**src/rtl/fcss_pkg.sv**
```systemverilog
// Package for the firmware chunk stream sequencer: parse phases, event kinds,
// the result record type and the fixed constants of the record format.
// Used by firmware_chunk_stream_sequencer_top; depends on nothing.
`default_nettype none

package fcss_pkg;

	// Largest bus write is one register byte plus this many less one payload bytes.
	localparam int unsigned WRITE_BUFFER_BYTES = 64;
	localparam int unsigned BIW_W = $clog2(WRITE_BUFFER_BYTES);

	// Results one input byte can cause at most.
	localparam int unsigned MAX_RESULTS = 3;
	localparam int unsigned RES_IDX_W = $clog2(MAX_RESULTS + 1);

	// Field widths.
	localparam int unsigned SIZE_W = 24;
	localparam int unsigned BYTE_W = 8;
	localparam int unsigned CODE_W = 16;
	localparam int unsigned VALUE_W = 15;

	// Record codes.
	localparam logic [CODE_W-1:0] CODE_TUNER_RESET = 16'h0000;
	localparam logic [CODE_W-1:0] CODE_CLOCK_RESET = 16'hFF00;
	localparam logic [CODE_W-1:0] CODE_EXIT        = 16'hFFFF;
	localparam int unsigned       CODE_DELAY_BIT   = 15;

	typedef enum logic [1:0] {
		PH_CODE_HI,
		PH_CODE_LO,
		PH_REG,
		PH_PAYLOAD
	} phase_t;

	typedef enum logic [2:0] {
		EV_BUS         = 3'd0,
		EV_TUNER_RESET = 3'd1,
		EV_CLOCK_RESET = 3'd2,
		EV_DELAY       = 3'd3,
		EV_EXIT        = 3'd4,
		EV_IMAGE_END   = 3'd5,
		EV_BAD_CODE    = 3'd6,
		EV_OVERRUN     = 3'd7
	} event_kind_t;

	typedef struct packed {
		event_kind_t        kind;
		logic [VALUE_W-1:0] value;
		logic               wend;
	} result_t;

endpackage

`default_nettype wire

```
**src/rtl/firmware_chunk_stream_sequencer_top.sv**
```systemverilog
// Top level of the firmware chunk stream sequencer: input register, record
// parser and a result register that hands out up to three results per byte.
// Depends on fcss_pkg.
//
//   Channel   Handshake             Payload
//   --------  --------------------  ------------------------------------------
//   input     in_valid / in_stall   image_byte, image_start
//   output    out_valid / out_stall event_kind, event_value, write_end,
//                                   last_result
//   config    cfg_write             cfg_data (image size, 24 bits)
//
// A byte waits in the input register and is parsed on its way into the result
// register, from which its first result goes onto the output.
// The output port delivers one result per cycle while out_stall is low, and a
// byte holds the result register until all the results it causes (one for
// most bytes, at most three) are taken; bytes causing no result pass at one
// per cycle while the result register is free. arst_n clears the parse state
// and the image size. A stalled output holds the result register and the
// input register fills behind it before in_stall rises.
`default_nettype none

module firmware_chunk_stream_sequencer_top (
	input  wire logic                             clk,
	input  wire logic                             arst_n,
	// Configuration
	input  wire logic                             cfg_write,
	input  wire logic [fcss_pkg::SIZE_W-1:0]      cfg_data,
	// Input channel
	input  wire logic                             in_valid,
	output logic                                  in_stall,
	input  wire logic [fcss_pkg::BYTE_W-1:0]      image_byte,
	input  wire logic                             image_start,
	// Output channel
	output logic                                  out_valid,
	input  wire logic                             out_stall,
	output logic [2:0]                            event_kind,
	output logic [fcss_pkg::VALUE_W-1:0]          event_value,
	output logic                                  write_end,
	output logic                                  last_result
);

	localparam int unsigned SW  = fcss_pkg::SIZE_W;
	localparam int unsigned BW  = fcss_pkg::BYTE_W;
	localparam int unsigned CW  = fcss_pkg::CODE_W;
	localparam int unsigned VW  = fcss_pkg::VALUE_W;
	localparam int unsigned IW  = fcss_pkg::BIW_W;
	localparam int unsigned RW  = fcss_pkg::RES_IDX_W;
	localparam int unsigned NR  = fcss_pkg::MAX_RESULTS;

	// Configuration register.
	logic [SW-1:0] image_size_q;

	// Input register.
	logic          valid_s1;
	logic [BW-1:0] byte_s1;
	logic          start_s1;

	// Parse state.
	fcss_pkg::phase_t ph_q;
	logic [SW-1:0]    pos_q;
	logic [BW-1:0]    hi_q;
	logic [CW-1:0]    rem_q;
	logic [BW-1:0]    reg_q;
	logic [IW-1:0]    biw_q;
	logic             stop_q;

	// Result register.
	logic                valid_s2;
	fcss_pkg::result_t   res_s2 [NR];
	logic [RW-1:0]       cnt_s2;
	logic [RW-1:0]       idx_q;

	// Parse state as seen by the byte in the input register.
	fcss_pkg::phase_t ph_e;
	logic [SW-1:0]    pos_e;
	logic [BW-1:0]    hi_e;
	logic [CW-1:0]    rem_e;
	logic [BW-1:0]    reg_e;
	logic [IW-1:0]    biw_e;
	logic             stop_e;

	// Next parse state.
	fcss_pkg::phase_t ph_n;
	logic [SW-1:0]    pos_n;
	logic [BW-1:0]    hi_n;
	logic [CW-1:0]    rem_n;
	logic [BW-1:0]    reg_n;
	logic [IW-1:0]    biw_n;
	logic             stop_n;

	// Shared decode terms.
	logic [SW-1:0] pos_inc;
	logic [CW-1:0] code;
	logic          few_now;
	logic          few_next;
	logic          overrun;
	logic          is_fatal;
	logic          is_event;
	logic [CW-1:0] rem_dec;
	logic [IW-1:0] biw_inc;
	logic          wend;

	// Results of the byte being parsed.
	fcss_pkg::result_t res_c [NR];
	logic [RW-1:0]     cnt_c;

	// Handshake terms.
	logic s2_done;
	logic s2_free;
	logic take_s1;
	logic load_s1;

	// Handshake between the input register and the result register.
	assign s2_done  = valid_s2 && !out_stall && (idx_q == cnt_s2 - RW'(1));
	assign s2_free  = !valid_s2 || s2_done;
	assign take_s1  = valid_s1 && s2_free;
	assign in_stall = valid_s1 && !s2_free;
	assign load_s1  = in_valid && !in_stall;

	// Output fields come from the result selected by the index.
	assign out_valid   = valid_s2;
	assign event_kind  = res_s2[idx_q].kind;
	assign event_value = res_s2[idx_q].value;
	assign write_end   = res_s2[idx_q].wend;
	assign last_result = (idx_q == cnt_s2 - RW'(1));

	// A start flag clears the parse state before the byte is taken.
	always_comb begin
		if (start_s1) begin
			ph_e   = fcss_pkg::PH_CODE_HI;
			pos_e  = '0;
			hi_e   = '0;
			rem_e  = '0;
			reg_e  = '0;
			biw_e  = '0;
			stop_e = 1'b0;
		end else begin
			ph_e   = ph_q;
			pos_e  = pos_q;
			hi_e   = hi_q;
			rem_e  = rem_q;
			reg_e  = reg_q;
			biw_e  = biw_q;
			stop_e = stop_q;
		end
	end

	// Position checks against the image size and payload counting.
	assign pos_inc  = pos_e + SW'(1);
	assign code     = {hi_e, byte_s1};
	assign few_now  = ({1'b0, pos_e} + (SW+1)'(2)) > {1'b0, image_size_q};
	assign few_next = ({1'b0, pos_inc} + (SW+1)'(2)) > {1'b0, image_size_q};
	assign overrun  = ({1'b0, pos_inc} + (SW+1)'(code)) > {1'b0, image_size_q};
	assign is_fatal = (code > fcss_pkg::CODE_CLOCK_RESET);
	assign is_event = (code == fcss_pkg::CODE_TUNER_RESET) || code[fcss_pkg::CODE_DELAY_BIT];
	assign rem_dec  = (rem_e != '0) ? rem_e - CW'(1) : rem_e;
	assign biw_inc  = biw_e + IW'(1);
	assign wend     = (rem_dec == '0) || (biw_inc >= IW'(fcss_pkg::WRITE_BUFFER_BYTES - 1));

	// Next parse state.
	always_comb begin
		ph_n   = ph_e;
		pos_n  = pos_e;
		hi_n   = hi_e;
		rem_n  = rem_e;
		reg_n  = reg_e;
		biw_n  = biw_e;
		stop_n = stop_e;
		if (!stop_e) begin
			if (ph_e == fcss_pkg::PH_CODE_HI && few_now) begin
				stop_n = 1'b1;
			end else begin
				pos_n = pos_inc;
				case (ph_e)
					fcss_pkg::PH_CODE_HI: begin
						hi_n = byte_s1;
						ph_n = fcss_pkg::PH_CODE_LO;
					end
					fcss_pkg::PH_CODE_LO: begin
						ph_n = fcss_pkg::PH_CODE_HI;
						if (is_fatal) begin
							stop_n = 1'b1;
						end else if (is_event) begin
							stop_n = few_next;
						end else if (overrun) begin
							stop_n = 1'b1;
						end else begin
							rem_n = code - CW'(1);
							biw_n = '0;
							ph_n  = fcss_pkg::PH_REG;
						end
					end
					fcss_pkg::PH_REG: begin
						reg_n = byte_s1;
						if (rem_e == '0) begin
							ph_n   = fcss_pkg::PH_CODE_HI;
							stop_n = few_next;
						end else begin
							ph_n = fcss_pkg::PH_PAYLOAD;
						end
					end
					fcss_pkg::PH_PAYLOAD: begin
						rem_n = rem_dec;
						biw_n = wend ? '0 : biw_inc;
						if (rem_dec == '0) begin
							ph_n   = fcss_pkg::PH_CODE_HI;
							stop_n = few_next;
						end
					end
					default: begin
						ph_n = fcss_pkg::PH_CODE_HI;
					end
				endcase
			end
		end
	end

	// Results of the byte, collected in order.
	always_comb begin
		for (int i = 0; i < NR; i++) begin
			res_c[i] = '{kind: fcss_pkg::EV_BUS, value: '0, wend: 1'b0};
		end
		cnt_c = '0;
		if (!stop_e) begin
			if (ph_e == fcss_pkg::PH_CODE_HI && few_now) begin
				res_c[0].kind = fcss_pkg::EV_IMAGE_END;
				cnt_c         = RW'(1);
			end else begin
				case (ph_e)
					fcss_pkg::PH_CODE_LO: begin
						if (code == fcss_pkg::CODE_TUNER_RESET) begin
							res_c[0].kind = fcss_pkg::EV_TUNER_RESET;
						end else if (code == fcss_pkg::CODE_CLOCK_RESET) begin
							res_c[0].kind = fcss_pkg::EV_CLOCK_RESET;
						end else if (code == fcss_pkg::CODE_EXIT) begin
							res_c[0].kind = fcss_pkg::EV_EXIT;
						end else if (is_fatal) begin
							res_c[0].kind = fcss_pkg::EV_BAD_CODE;
						end else if (code[fcss_pkg::CODE_DELAY_BIT]) begin
							res_c[0].kind  = fcss_pkg::EV_DELAY;
							res_c[0].value = code[VW-1:0];
						end else if (overrun) begin
							res_c[0].kind = fcss_pkg::EV_OVERRUN;
						end
						if (is_fatal || is_event || overrun) begin
							cnt_c = RW'(1);
						end
						// Reset and delay records may close the image.
						if (!is_fatal && is_event && few_next) begin
							res_c[1].kind = fcss_pkg::EV_IMAGE_END;
							cnt_c         = RW'(2);
						end
					end
					fcss_pkg::PH_REG: begin
						if (rem_e == '0 && few_next) begin
							res_c[0].kind = fcss_pkg::EV_IMAGE_END;
							cnt_c         = RW'(1);
						end
					end
					fcss_pkg::PH_PAYLOAD: begin
						// A new write opens with the register byte.
						if (biw_e == '0) begin
							res_c[0].value = VW'(reg_e);
							res_c[1].value = VW'(byte_s1);
							res_c[1].wend  = wend;
							cnt_c          = RW'(2);
						end else begin
							res_c[0].value = VW'(byte_s1);
							res_c[0].wend  = wend;
							cnt_c          = RW'(1);
						end
						if (rem_dec == '0 && few_next) begin
							res_c[cnt_c].kind = fcss_pkg::EV_IMAGE_END;
							cnt_c             = cnt_c + RW'(1);
						end
					end
					default: begin
						cnt_c = '0;
					end
				endcase
			end
		end
	end

	// Image size register.
	always_ff @(posedge clk or negedge arst_n) begin
		if (!arst_n) begin
			image_size_q <= '0;
		end else if (cfg_write) begin
			image_size_q <= cfg_data;
		end
	end

	// Input register.
	always_ff @(posedge clk or negedge arst_n) begin
		if (!arst_n) begin
			valid_s1 <= 1'b0;
		end else if (load_s1) begin
			valid_s1 <= 1'b1;
		end else if (take_s1) begin
			valid_s1 <= 1'b0;
		end
	end

	always_ff @(posedge clk) begin
		if (load_s1) begin
			byte_s1  <= image_byte;
			start_s1 <= image_start;
		end
	end

	// Parse state advances as a byte leaves the input register.
	always_ff @(posedge clk or negedge arst_n) begin
		if (!arst_n) begin
			ph_q   <= fcss_pkg::PH_CODE_HI;
			pos_q  <= '0;
			hi_q   <= '0;
			rem_q  <= '0;
			reg_q  <= '0;
			biw_q  <= '0;
			stop_q <= 1'b0;
		end else if (take_s1) begin
			ph_q   <= ph_n;
			pos_q  <= pos_n;
			hi_q   <= hi_n;
			rem_q  <= rem_n;
			reg_q  <= reg_n;
			biw_q  <= biw_n;
			stop_q <= stop_n;
		end
	end

	// Result register control and the index of the result on the port.
	always_ff @(posedge clk or negedge arst_n) begin
		if (!arst_n) begin
			valid_s2 <= 1'b0;
			cnt_s2   <= '0;
			idx_q    <= '0;
		end else if (take_s1) begin
			valid_s2 <= (cnt_c != '0);
			cnt_s2   <= cnt_c;
			idx_q    <= '0;
		end else if (s2_done) begin
			valid_s2 <= 1'b0;
		end else if (valid_s2 && !out_stall) begin
			idx_q <= idx_q + RW'(1);
		end
	end

	always_ff @(posedge clk) begin
		if (take_s1) begin
			for (int i = 0; i < NR; i++) begin
				res_s2[i] <= res_c[i];
			end
		end
	end

endmodule

`default_nettype wire

```
**config.mk**
```make
export PLATFORM = sky130hd
export DESIGN_NAME = firmware_chunk_stream_sequencer_top
export DESIGN_NICKNAME = d
export VERILOG_FILES = /design/src/rtl/fcss_pkg.sv /design/src/rtl/firmware_chunk_stream_sequencer_top.sv
export SDC_FILE = /design/constraint.sdc
export NUM_CORES = 1
export LEC_CHECK = 0
export BUFFER_PORTS_ARGS = -buffer_cell sky130_fd_sc_hd__buf_4
export CAP_MARGIN = 30
export CORE_ASPECT_RATIO = 0.6
export CORE_MARGIN = 10
export CORE_UTILIZATION = 50
export CTS_CLUSTER_SIZE = 28
export DETAILED_ROUTE_END_ITERATION = 8
export PLACE_DENSITY = 0.73
export SLEW_MARGIN = 40
export SYNTH_ARGS = -nofsm -noshare
export SYNTH_HDL_FRONTEND = slang
export SYNTH_SLANG_ARGS = --single-unit
```
**constraint.sdc**
```tcl
create_clock -name clk -period 10 [get_ports clk]
set_clock_uncertainty 0.2 [all_clocks]
set_input_delay 1.5 -clock clk [delete_from_list [all_inputs] [get_ports clk]]
set_output_delay 1.5 -clock clk [all_outputs]
set_load 0.02 [all_outputs]
```
==> results.yml, run 1 <==
status:
  run_status: "finished clean"
detailed_routing:
  drc_errors: 0
  vias_per_cell: 6.38
  route.vias.total: 10900
  wl_per_cell_um: 21.5
  ant_nets: 0
  drt_iter0_markers: 1389
  dr.pass1.iters: 6
  totalWireLength_um: 36800
critical_path:
  r2r_cells: 26
  cp-start-kind: "flip-flop"
  r2r-start: "start_s1$_DFFE_PP_"
  crit_required_ns: 10.12
  crit_path_end_kind: "flip-flop"
  worstPathMaxFanout: 45
  path_class: "flip-flop to flip-flop"
  regToRegEndpoint: "biw_q[4]$_DFFE_PN0P_"
  arrival_ns: 7.50
  ff2ff_setup_slack_ns: 2.62
global_routing:
  grt_pass1_vias: 9917
  grt_max_degree: 66
  grt_antenna_before_repair: 0
  gr-total-overflow: 0
  grt_pass1_wl_um: 56900
  grtUsageTotal_pct: 24.4
sta:
  hold_viol: 0
  maxClockFrequency_ghz: 0.136
  worstMarginPinSlew_ns: 0.910
  fin_crit_ns: 7.38
  drv_slew: 0
  fin_ws_ns: 2.62
  rsz0062_at_grt: "no"
  post-route-period-util_pct: 73.8
  relSlewSlack_pct: 39.2
  setup_tns_ns: 0
  finalSetupViolCount: 0
power:
  power_frac_comb_pct: 47.1
  powerDensity_nw_per_um2: 235
  pwr-share-clk_pct: 22.2
  ir_drop_uv: 190
  netSwitchingFraction_pct: 46.0
  power_switching_uw: 1370
  p_int_uw: 1610
  seq_power_share_pct: 30.6
  finalPower_uw: 2980
  power_leakage_uw: 0.00543
layout:
  insertedDiodeCount: 0
  final_common_cell: "nand2_1"
  area_delta_synth_final_pct: 11.1
  layout.nets: 1531
  drive_above_1_share_pct: 9.34
  mostFrequentLayoutCells: "141 x nand2_1, 131 x nor2_1, 103 x ha_1"
  nFillCells: 2017
  final_core_util_pct: 57.1
clock_tree:
  clock-sinks: 134
  cts_tree: "done"
  htree_levels: 4
  cts_setup_buffers: 0
  ctsResizeCount: 0
  clkTransAtPathRegs_ns: 0.06
  cts_buffers: 17
  clkLatencyLatePin_ns: 0.45
  cts_root_buf: "clkbuf_16"
  clock_path_buffers: 2
  hold_buffers: 0
logic_synthesis:
  ys_warn_count: 0
  synth_top_area_cell: "dfrtp_1"
  yosysTopAreaCellShare_pct: 20.8
  synthesis.nets: 1506
  async_flop_share_pct: 70.9
  synthFlopType: "dfrtp_1"
  synth.area.top_cells: "dfrtp_1 21%, ha_1 11%, edfxtp_1 10%"
  netlist_instances: 1364
  ys_seq_area_share_pct: 31.1
  synth_cell_types: 88
  synth_area_per_cell_sq_um: 8.37
  synth-edff-count: 39
  ys_seq_elements: 134
  syn_area_sq_um: 11400
place:
  gp_congestion: 0.996
  pre_cts_slack_ns: 2.89
  io_buffer_count: 59
  dp_hpwl_um: 28200
worst_hold_path:
  hp-class: "flip-flop to flip-flop"
  hp-start: "reg_q[6]$_DFFE_PN0P_"
  hold_end: "reg_q[6]$_DFFE_PN0P_"
  hold_depth: 1
floorplan:
  die_h_um: 137
  initial_core_util_pct: 51.4
  rows: 42
  die_area_sq_um: 29500
  die_x_um: 215
  core_sq_um: 22200
  ioPinCount: 60
job:
  cap_viol_max_count: 0
[sequential cells by signal, indices dropped and copies added, names as in the netlist, 6 cells and up]
signal / count
biw_q: 6
byte_s1: 8
hi_q: 8
image_size_q: 24
pos_q: 24
reg_q: 8
rem_q: 16
res_s2: 30
[cells by family after synthesis]
logic type | after synthesis | share of synthesized area (%)
AOI/OAI and AO/OA | 361 | 21.4
muxes | 16 | 1.45
DFF | 134 | 31.1
xor gates and xnor gates | 85 | 6.52
and+or+nand+nor | 535 | 23.6
buffers and inverters | 129 | 4.49
adders and majority gates | 104 | 11.5
[how the worst max path moves through the flow]
stage / start / endpoint / slack [ns] / depth (start not counted)
floorplan: start_s1$_DFFE_PP_ / res_s2[0][18]$_SDFFCE_PP0P_ / 2.57 / 32
global placement: start_s1$_DFFE_PP_ / rem_q[15]$_DFFE_PN0P_ / 3.18 / 27
detailed placement: start_s1$_DFFE_PP_ / rem_q[15]$_DFFE_PN0P_ / 2.89 / 27
CTS: start_s1$_DFFE_PP_ / biw_q[4]$_DFFE_PN0P_ / 2.86 / 27
global route: start_s1$_DFFE_PP_ / rem_q[15]$_DFFE_PN0P_ / 1.86 / 27
finish: start_s1$_DFFE_PP_ / biw_q[4]$_DFFE_PN0P_ / 2.62 / 26
[critical path, stage by stage, from the launching register on]
cell	delay (ns)
edfxtp_1	0.35
buf_4	0.27
nand2b_1	0.26
inv_1	0.27
ha_1	0.29
nand3_1	0.23
o21a_1	0.28
a21oi_1	0.28
inv_1	0.12
ha_1	0.39
nand3_1	0.09
o41ai_1	0.46
nand2_1	0.20
a211oi_1	0.36
o31ai_1	0.23
a21oi_1	0.22
xnor2_1	0.14
ha_1	0.27
nand2_1	0.06
o21ai_0	0.12
a2111oi_0	0.47
o211ai_1	0.19
a21oi_1	0.38
o21a_1	0.34
a21oi_1	0.21
o21a_1	0.25
a211o_1	0.30
[routing by layer]
layer	GRT usage [%]	routed length [um]
met5	0.664	0
met2	31.4	14000
met3	9.43	4890
met1	36.7	17600
met4	4.98	399
[synth_stat cells, types with 7 or more instances]
| master | instances |
|---|---|
| nor3_1 | 36 |
| nand4_1 | 24 |
| a211oi_1 | 17 |
| and3_1 | 9 |
| nor2b_1 | 25 |
| mux2i_1 | 12 |
| nand3_1 | 40 |
| xnor2_1 | 50 |
| a22oi_1 | 13 |
| dfrtp_1 | 95 |
| o21ai_0 | 70 |
| or3_1 | 13 |
| and4_1 | 9 |
| a21oi_1 | 85 |
| o21ai_1 | 9 |
| and2_1 | 27 |
| nor4_1 | 19 |
| a31oi_1 | 15 |
| edfxtp_1 | 39 |
| inv_1 | 65 |
| o31ai_1 | 12 |
| ha_1 | 103 |
| nor2_1 | 131 |
| buf_2 | 13 |
| a21o_1 | 11 |
| clkbuf_1 | 42 |
| or4_1 | 8 |
| a211o_1 | 7 |
| nand2b_1 | 15 |
| o211ai_1 | 9 |
| o21a_1 | 9 |
| or2_2 | 8 |
| nor3b_1 | 9 |
| a22o_1 | 39 |
| nand2_1 | 141 |
| xor2_1 | 35 |
[layout make-up]
| type | count | area [sq um] | area share (%) |
|---|---|---|---|
| multi-input combinational | 1101 | 7380 | 58.2 |
| sequential | 134 | 3550 | 28.0 |
| timing repair buffer | 69 | 522 | 4.11 |
| clock buffer | 19 | 433 | 3.41 |
| tap | 308 | 385 | 3.04 |
| inverter | 66 | 248 | 1.95 |
| clock inverter | 13 | 169 | 1.33 |
[power groups by stage]
| stage | Sequential, uW | Combinational (uW) | Clock (uW) |
|---|---|---|---|
| 6_report | 913 | 1400 | 662 |
| 3_5_place_dp | 909 | 1350 | 0 |
| 2_1_floorplan | 809 | 959 | 0 |
| 5_1_grt | 929 | 1510 | 688 |
| 3_3_place_gp | 904 | 1330 | 0 |
| 4_1_cts | 900 | 1360 | 664 |
[per-stage QoR]
stage / hold WS [ns] / area, sq um / instances
2_1_floorplan: 0.263 / 11400 / 1364
3_5_place_dp: 0.284 / 12100 / 1678
5_1_grt: 0.326 / 12700 / 1710
4_1_cts: 0.304 / 12700 / 1710
3_3_place_gp: 0.285 / 12100 / 1678
6_report: 0.300 / 12700 / 1710
Power figures use the tool's default switching activity.
==> run 2, diff against run 1 <==
PLACE_DENSITY = 0.76   (was 0.73)
clock period = 6.4 ns   (was 10 ns; I/O delays follow)
==> results.yml, run 2 (same netlist as run 1, synthesis figures left out) <==
global_routing:
  grt_antenna_before_repair: 0
  grtUsageTotal_pct: 25.2
  grt_max_degree: 67
  grt_pass1_vias: 9984
  gr-total-overflow: 0
  grt_pass1_wl_um: 58400
detailed_routing:
  drt_iter0_markers: 1488
  drc_errors: 0
  vias_per_cell: 6.40
  route.vias.total: 11100
  dr.pass1.iters: 6
  wl_per_cell_um: 21.8
  totalWireLength_um: 38000
  ant_nets: 0
clock_tree:
  hold_buffers: 0
  clock_path_buffers: 2
  htree_levels: 4
  cts_tree: "done"
  clkLatencyLatePin_ns: 0.44
  clkTransAtPathRegs_ns: 0.06
  cts_root_buf: "clkbuf_16"
  cts_buffers: 17
  clock-sinks: 134
layout:
  largest-register: "res_s2"
  largest_register_ffs: 30
  multi_input_area_sq_um: 7530
  final_common_cell: "nand2_1"
  mostFrequentLayoutCells: "139 x nand2_1, 131 x nor2_1, 101 x ha_1"
  nFillCells: 1979
  drive_above_1_share_pct: 12.4
  finalNonFillerCells: 1738
  insertedDiodeCount: 0
  reg.largest.list: "res_s2 x30, image_size_q x24, pos_q x24"
  layout.nets: 1559
  regArea_sq_um: 3550
  area_delta_synth_final_pct: 13.8
job:
  cap_viol_max_count: 0
critical_path:
  arrival_ns: 6.35
  path_class: "flip-flop to flip-flop"
  path_cells: "buf_4, nor2b_4, ha_4, nand3_1, buf_4, nor3_1, mux2_2, ha_1, or2_2, a21oi_2, a211oi_4, o31ai_4, a21oi_1, xnor2_1, ha_1, nand2_1, o21ai_0, a2111oi_1, o211ai_1, a21oi_2, o21a_2, nand2_2, o41ai_1, a311o_1"
  cp-start-kind: "flip-flop"
  crit_required_ns: 6.58
  critPathMaxStageDelay_ns: 0.42
  crit_slowest_cell: "mux2_2"
  worstPathMaxFanout: 7
  crit_path_end_kind: "flip-flop"
floorplan:
  initial_core_util_pct: 51.4
  rows: 42
  core_sq_um: 22200
  die_h_um: 137
  die_area_sq_um: 29500
  die_x_um: 215
  ioPinCount: 60
place:
  pre_cts_slack_ns: 0.105
  place_inst: 1704
  dp_hpwl_um: 29300
  io_buffer_count: 59
  gp_congestion: 1.01
sta:
  fin_crit_ns: 6.17
  drv_slew: 0
  post-route-period-util_pct: 96.4
  finalSetupViolCount: 0
  relSlewSlack_pct: 42.5
  holdWs_ns: 0.261
  worstMarginPinSlew_ns: 0.849
  fin_ws_ns: 0.228
  maxClockFrequency_ghz: 0.162
  hold_viol: 0
  setup_tns_ns: 0
power:
  power_frac_comb_pct: 49.5
  seq_power_share_pct: 30.3
  finalPower_uw: 4650
  powerDensity_nw_per_um2: 358
  ir_drop_uv: 274
  power_switching_uw: 2170
  p_int_uw: 2480
  pwr-share-clk_pct: 20.1
  netSwitchingFraction_pct: 46.7
  power_leakage_uw: 0.00558
worst_hold_path:
  hp-class: "input pin to async pin"
status:
  run_status: "finished clean"
==> run 2: cell types whose count changed in the layout (fill, tap and decap cells not counted), moves of 3 or more <==
cell	previous run	this run
a21oi_1	85	82
a21oi_2	0	3
inv_6	4	1
buf_4	68	95
nor3_1	32	35
clkinv_4	1	4
nor3_2	4	1
==> run 2: power groups by stage <==
stage | Combinational (uW) | Sequential (uW) | Clock, uW
after global placement | 2160 | 1400 | 0
final | 2300 | 1410 | 936
after floorplan | 1530 | 1260 | 0
after CTS | 2210 | 1400 | 942
after detailed placement | 2200 | 1410 | 0
after global routing | 2470 | 1440 | 975
==> run 2: cell type report <==
cell class              instances  share of cell area, %
multi-input cells            1101                   57.9
flip-flops and latches        134                   27.3
repair buffers                 97                   5.73
clock buffers                  20                   3.36
well taps                     308                   2.96
inverters                      66                   1.91
clock inverters                12                  0.828
==> run 2: per-layer routing <==
| layer | part of all wire [%] | routed length, um | global-route usage [%] |
|---|---|---|---|
| met1 | 47 | 17700 | 37.8 |
| met2 | 39 | 14800 | 32.6 |
| met3 | 13 | 5120 | 10.0 |
| met5 | 0.16 | 62 | 1.66 |
| met4 | 0.89 | 336 | 4.55 |
==> run 2: path summary, 6_finish.rpt <==
path / start / to / slack, ns / cells past startpoint
min in group clk: reg_q[3]$_DFFE_PN0P_ / reg_q[3]$_DFFE_PN0P_ / 0.30 / 1
max in group asynchronous: arst_n / idx_q[0]$_DFFE_PN0P_ / 4.68 / 2
min reg2reg: reg_q[3]$_DFFE_PN0P_ / reg_q[3]$_DFFE_PN0P_ / 0.30 / 1
min: arst_n / image_size_q[18]$_DFFE_PN0P_ / 0.26 / 1
max: start_s1$_DFFE_PP_ / rem_q[15]$_DFFE_PN0P_ / 0.23 / 24
max reg2reg: start_s1$_DFFE_PP_ / rem_q[15]$_DFFE_PN0P_ / 0.23 / 24
==> run 2: per-stage QoR <==
step                      instance area [sq um]  util (%)
after floorplan                           11600         -
after global placement                    12400      55.6
after detailed placement                  12400      55.7
after CTS                                 12900      58.1
after global routing                      13000      58.5
final                                     13000      58.5
==> run 2: critical path: cells and delay by family, from the launching register on <==
family | cells | cell delay (ns)
AND/OR/NAND/NOR | 6 | 1.12
buffers and inverters | 2 | 0.39
flip-flops | 1 | 0.40
AO/OA/AOI/OAI | 11 | 2.59
XOR/XNOR | 1 | 0.16
adder cells (fa/ha/maj) | 3 | 0.84
multiplexers | 1 | 0.42
==> run 2: what timing repair did <==
action                                  in CTS  in global routing
gates resized for setup                      0                 10
buffers inserted                             0                  2
endpoints found under the setup margin       0                 29
